File: src/rtl/text_console_character_engine_defines.svh
// Assertion macros shared by the console character engine RTL.
`ifndef TEXT_CONSOLE_CHARACTER_ENGINE_DEFINES_SVH
`define TEXT_CONSOLE_CHARACTER_ENGINE_DEFINES_SVH

// Same-cycle implication, disabled during reset.
`define TCCE_ASSERT_NOW(label, pre, post) \
    label: assert property (@(posedge clk) disable iff (!rst_n) (pre) |-> (post)) \
        else $error("tcce: same-cycle check failed");

// Next-cycle implication, disabled during reset.
`define TCCE_ASSERT_NEXT(label, pre, post) \
    label: assert property (@(posedge clk) disable iff (!rst_n) (pre) |=> (post)) \
        else $error("tcce: next-cycle check failed");

`endif

File: src/rtl/tcce_pkg.sv
// Package with widths, codes and constants of the console character engine.
`timescale 1ns / 1ps

package tcce_pkg;

    // Default screen geometry
    localparam int COLUMNS_DEF = 80;
    localparam int ROWS_DEF    = 25;

    // Payload widths
    localparam int ACTION_W = 2;
    localparam int CHAR_W   = 8;
    localparam int INDEX_W  = 11;
    localparam int POS_W    = 11;
    localparam int CELL_W   = 16;
    localparam int COLOR_W  = 4;
    localparam int CFG_IDX_W = 1;

    // Action codes
    localparam logic [ACTION_W-1:0] ACT_PUT   = 2'd0;
    localparam logic [ACTION_W-1:0] ACT_CLEAR = 2'd1;
    localparam logic [ACTION_W-1:0] ACT_READ  = 2'd2;

    // Character codes
    localparam logic [CHAR_W-1:0] CHR_BS    = 8'h08;
    localparam logic [CHAR_W-1:0] CHR_TAB   = 8'h09;
    localparam logic [CHAR_W-1:0] CHR_LF    = 8'h0A;
    localparam logic [CHAR_W-1:0] CHR_CR    = 8'h0D;
    localparam logic [CHAR_W-1:0] CHR_SPACE = 8'h20;

    localparam int TAB_STEP = 8;

    // Cell value after reset: blank, white on black
    localparam logic [CELL_W-1:0] RESET_CELL = 16'h0F20;

    // Color register defaults and indexes
    localparam logic [COLOR_W-1:0] FORE_RESET = 4'hF;
    localparam logic [COLOR_W-1:0] BACK_RESET = 4'h0;
    localparam logic [CFG_IDX_W-1:0] CFG_FORE = 1'd0;
    localparam logic [CFG_IDX_W-1:0] CFG_BACK = 1'd1;

    // Shared arithmetic unit operations
    typedef enum logic {
        ALU_ADD,
        ALU_SUB
    } alu_op_t;

endpackage

File: src/rtl/tcce_alu.sv
// Shared add/subtract unit with an unsigned greater-or-equal flag.
`timescale 1ns / 1ps

module tcce_alu #(
    parameter int W = 12
) (
    input  tcce_pkg::alu_op_t op,
    input  logic [W-1:0]      a,
    input  logic [W-1:0]      b,
    output logic [W-1:0]      res,
    output logic              ge
);

    // Compute sum or difference and the compare flag
    always_comb
    begin
        case (op)
            tcce_pkg::ALU_ADD: res = a + b;
            tcce_pkg::ALU_SUB: res = a - b;
            default:           res = a + b;
        endcase
        ge = (a >= b);
    end

endmodule

File: config.mk
export PLATFORM = sky130hd
export DESIGN_NAME = tcce_alu
export DESIGN_NICKNAME = d
export VERILOG_FILES = /design/src/rtl/text_console_character_engine_defines.svh /design/src/rtl/tcce_pkg.sv /design/src/rtl/tcce_alu.sv
export SDC_FILE = /design/constraint.sdc
export NUM_CORES = 1
export LEC_CHECK = 0
export BUFFER_PORTS_ARGS = -buffer_cell sky130_fd_sc_hd__buf_2
export CORE_MARGIN = 2
export CORE_UTILIZATION = 40
export DETAILED_ROUTE_END_ITERATION = 12
export PLACE_DENSITY = 0.74
export SETUP_SLACK_MARGIN = 0.5
export SYNTH_ARGS = -nofsm -noshare
export SYNTH_HDL_FRONTEND = slang
export SYNTH_SLANG_ARGS = --single-unit
export TNS_END_PERCENT = 1
File: constraint.sdc
create_clock -name vclk -period 2.1
set_input_delay 0 -clock vclk [all_inputs]
set_output_delay 0 -clock vclk [all_outputs]
set_load 0.1 [all_outputs]
==> key figures <==
Drt
  • Final ANT Viol Nets: 0
  • Detailed-route via count: around 1300
  • Routed wire per std cell: between 10 and 15 um
  • DRC: 0
  • Via density: 5.662
  • Iteration-0 DRC count of the detailed router: 50
  • DRT Pass-1 Iters: 4
  • Final wirelength: between 3000 and 4000 um

Yosys
  • Synth warn: 0
  • Yosys top cell by area: ha_1
  • Post-synthesis sequential area ratio: 0%
  • Syn nets: approximately 210
  • Share of the synthesized area in the top cell type: 24.55%
  • Synth top area cells: ha_1 (25%), inv_1 (7.7%), a21oi_1 (6.0%), xnor2_1 (6.0%), fa_1 (3.4%)
  • Cell Area, Synth: ~1200 um2
  • Yosys cell types: 46
  • Count leader, synth: inv_1
  • Mean Syn Cell Area: 7.192 um2
  • Top post-synthesis cells by count: inv_1 (24), ha_1 (23), a21oi_1 (14)
  • Post-Synthesis Cells: 163

Final layout
  • Share of layout cells above drive strength 1: roughly two fifths
  • Final std cells w/o fill: around 230
  • Area taken by multi-input logic gates: 1246 um2
  • FF+latch area: 0 um2
  • Seq_cells: 0
  • Ant. Diodes: 0
  • # clk buffers: 0
  • Area growth syn-to-layout: 55.39%
  • Fillers: roughly 230
  • Net count, final: about 250

STA
  • Final period utilization: between 90% and 100%
  • RSZ-0062 raised after global routing: true
  • Max Slew Vio Count: 0
  • Hold_ws: roughly 0.52 ns
  • Slew @ Worst Pin: 0.4840 ns
  • Final hold vios: 0
  • Relative slew slack: between 60% and 70%
  • Max frequency: 494.7 MHz
  • Min Tclk post-route: roughly 2 ns
  • Setup violators final: 0

Die
  • Initial Utilization: a little over two fifths
  • Die width: around 58 um
  • IO Count: 38
  • Die area: around 3400 um2
  • Die Height: 58.14 um
  • Std cell rows: 19
  • Core ar.: approximately 2800 um2

Setup path
  • Crit-path max cell delay: between 0.3 and 0.4 ns
  • Critical path's slowest cell: a311o_1
  • CP arrival: slightly above 2 ns
  • Critical path cell sequence: buf_2, inv_1, ha_1, a21oi_1, o221ai_2, a311o_1, a211o_1, xor2_4, buf_12
  • Crit path required time: roughly 2.1 ns
  • Setup crit start kind: primary input
  • Setup crit end kind: primary output
  • Critical Path Fanout Max: 4
  • Crit Path Class: primary input to primary output

GRT
  • GRT Total Usage: about a fifth
  • Remaining global-route overflow: 0
  • Global-route wire length before repair: approximately 5400 um
  • Number of global-route vias before repair: 1323
  • Initial antenna violation count: 0
  • Largest net degree at the start of global routing: 20

Power
  • Max VDD drop: approximately 0.00058 V
  • Leakage power figure: 0.8606 nW
  • PwrDens: just over 600 nW/um2

Placement
  • DP Wirelength: about 2600 um
  • I/O Buffers: 38
  • Placer Congestion: about 0.87
  • Placed cell count: about 230

Job
  • Max_cap viols: 0

Status
  • Status: finished, final reports clean

Min path
  • Worst min-delay path class: primary input to primary output
## cells by family after synthesis
kind of cell | Yosys count | synth area share (%)
buffers and inverters | 37 | 13.87
multiplexers | 2 | 1.814
AND/OR/NAND/NOR | 38 | 17.29
adder cells (fa/ha/maj) | 25 | 27.96
XOR/XNOR | 10 | 7.471
AO/OA/AOI/OAI | 51 | 31.59
## area by class of cell
| cell class | count | share of cell area [%] |
|---|---|---|
| tap | 31 | 2.129 |
| inverter | 26 | 6.044 |
| multi-input combinational | 126 | 68.41 |
| timing repair buffer | 48 | 23.42 |
## where the power goes
group	total, mW	switching (mW)	internal (mW)	leakage [nW]
combinational	1.10	0.692	0.408	0.861
clock	0	0	0	0
sequential	0	0	0	0
## cell usage in the layout, fill, tap and decap left out, types with 3 or more instances in the layout
cell type	n
xnor2_2	3
nand3_1	3
inv_2	4
o21ai_2	3
ha_4	3
buf_4	10
xnor2_4	5
ha_1	19
a211oi_1	4
nand2_1	7
a21o_1	3
o21ai_0	6
o211ai_1	5
a21oi_1	13
nand2b_1	4
a211o_1	3
buf_2	26
nor2_1	7
buf_12	9
nor3_1	5
inv_1	21
## worst max-delay path: cells and delay by family
kind | cells | cell delay, ns
buf+inv | 3 | 0.38
fa+ha+maj | 1 | 0.33
xor+xnor | 1 | 0.17
compound gates | 4 | 1.14
## through the flow
step / setup TNS, ns / util, % / setup WS [ns] / cell area (um2) / power (mW)
after floorplan: -0.05223 / - / -0.02879 / 1361 / 0.7668
after CTS: 0 / 63.97 / 0.01691 / 1779 / 1.083
after global routing: -0.03734 / 65.50 / -0.03733 / 1822 / 1.151
after detailed placement: -0.02876 / 61.76 / -0.02876 / 1718 / 1.064
after global placement: 0 / 61.76 / 0.01516 / 1718 / 1.050
final: 0 / 65.50 / 0.07839 / 1822 / 1.100
## what timing repair did
item / 4_1_cts / 5_1_grt
endpoints found under the hold margin: 0 / 0
pin swaps: 7 / 12
gates cloned: 0 / 0
gates resized for setup: 12 / 12
setup buffers: 2 / 0
setup endpoints to repair: 11 / 11
hold buffers: 0 / 0
## routing by layer
layer	wire (um)	global-route usage [%]	vias to the layer above
met5	0	0	-
met4	51	3.322	0
met3	119	1.339	6
met2	1837	39.29	42
met1	1224	22.09	617
li1	-	-	643
## path summary, 6_finish.rpt
kind,startpoint,to,slack (ns),cells past startpoint
worst min-delay path,a[11],ge,0.52,5
worst max-delay path,b[1],res[11],0.08,9
Note: power is estimated with default switching activity, not from simulation.
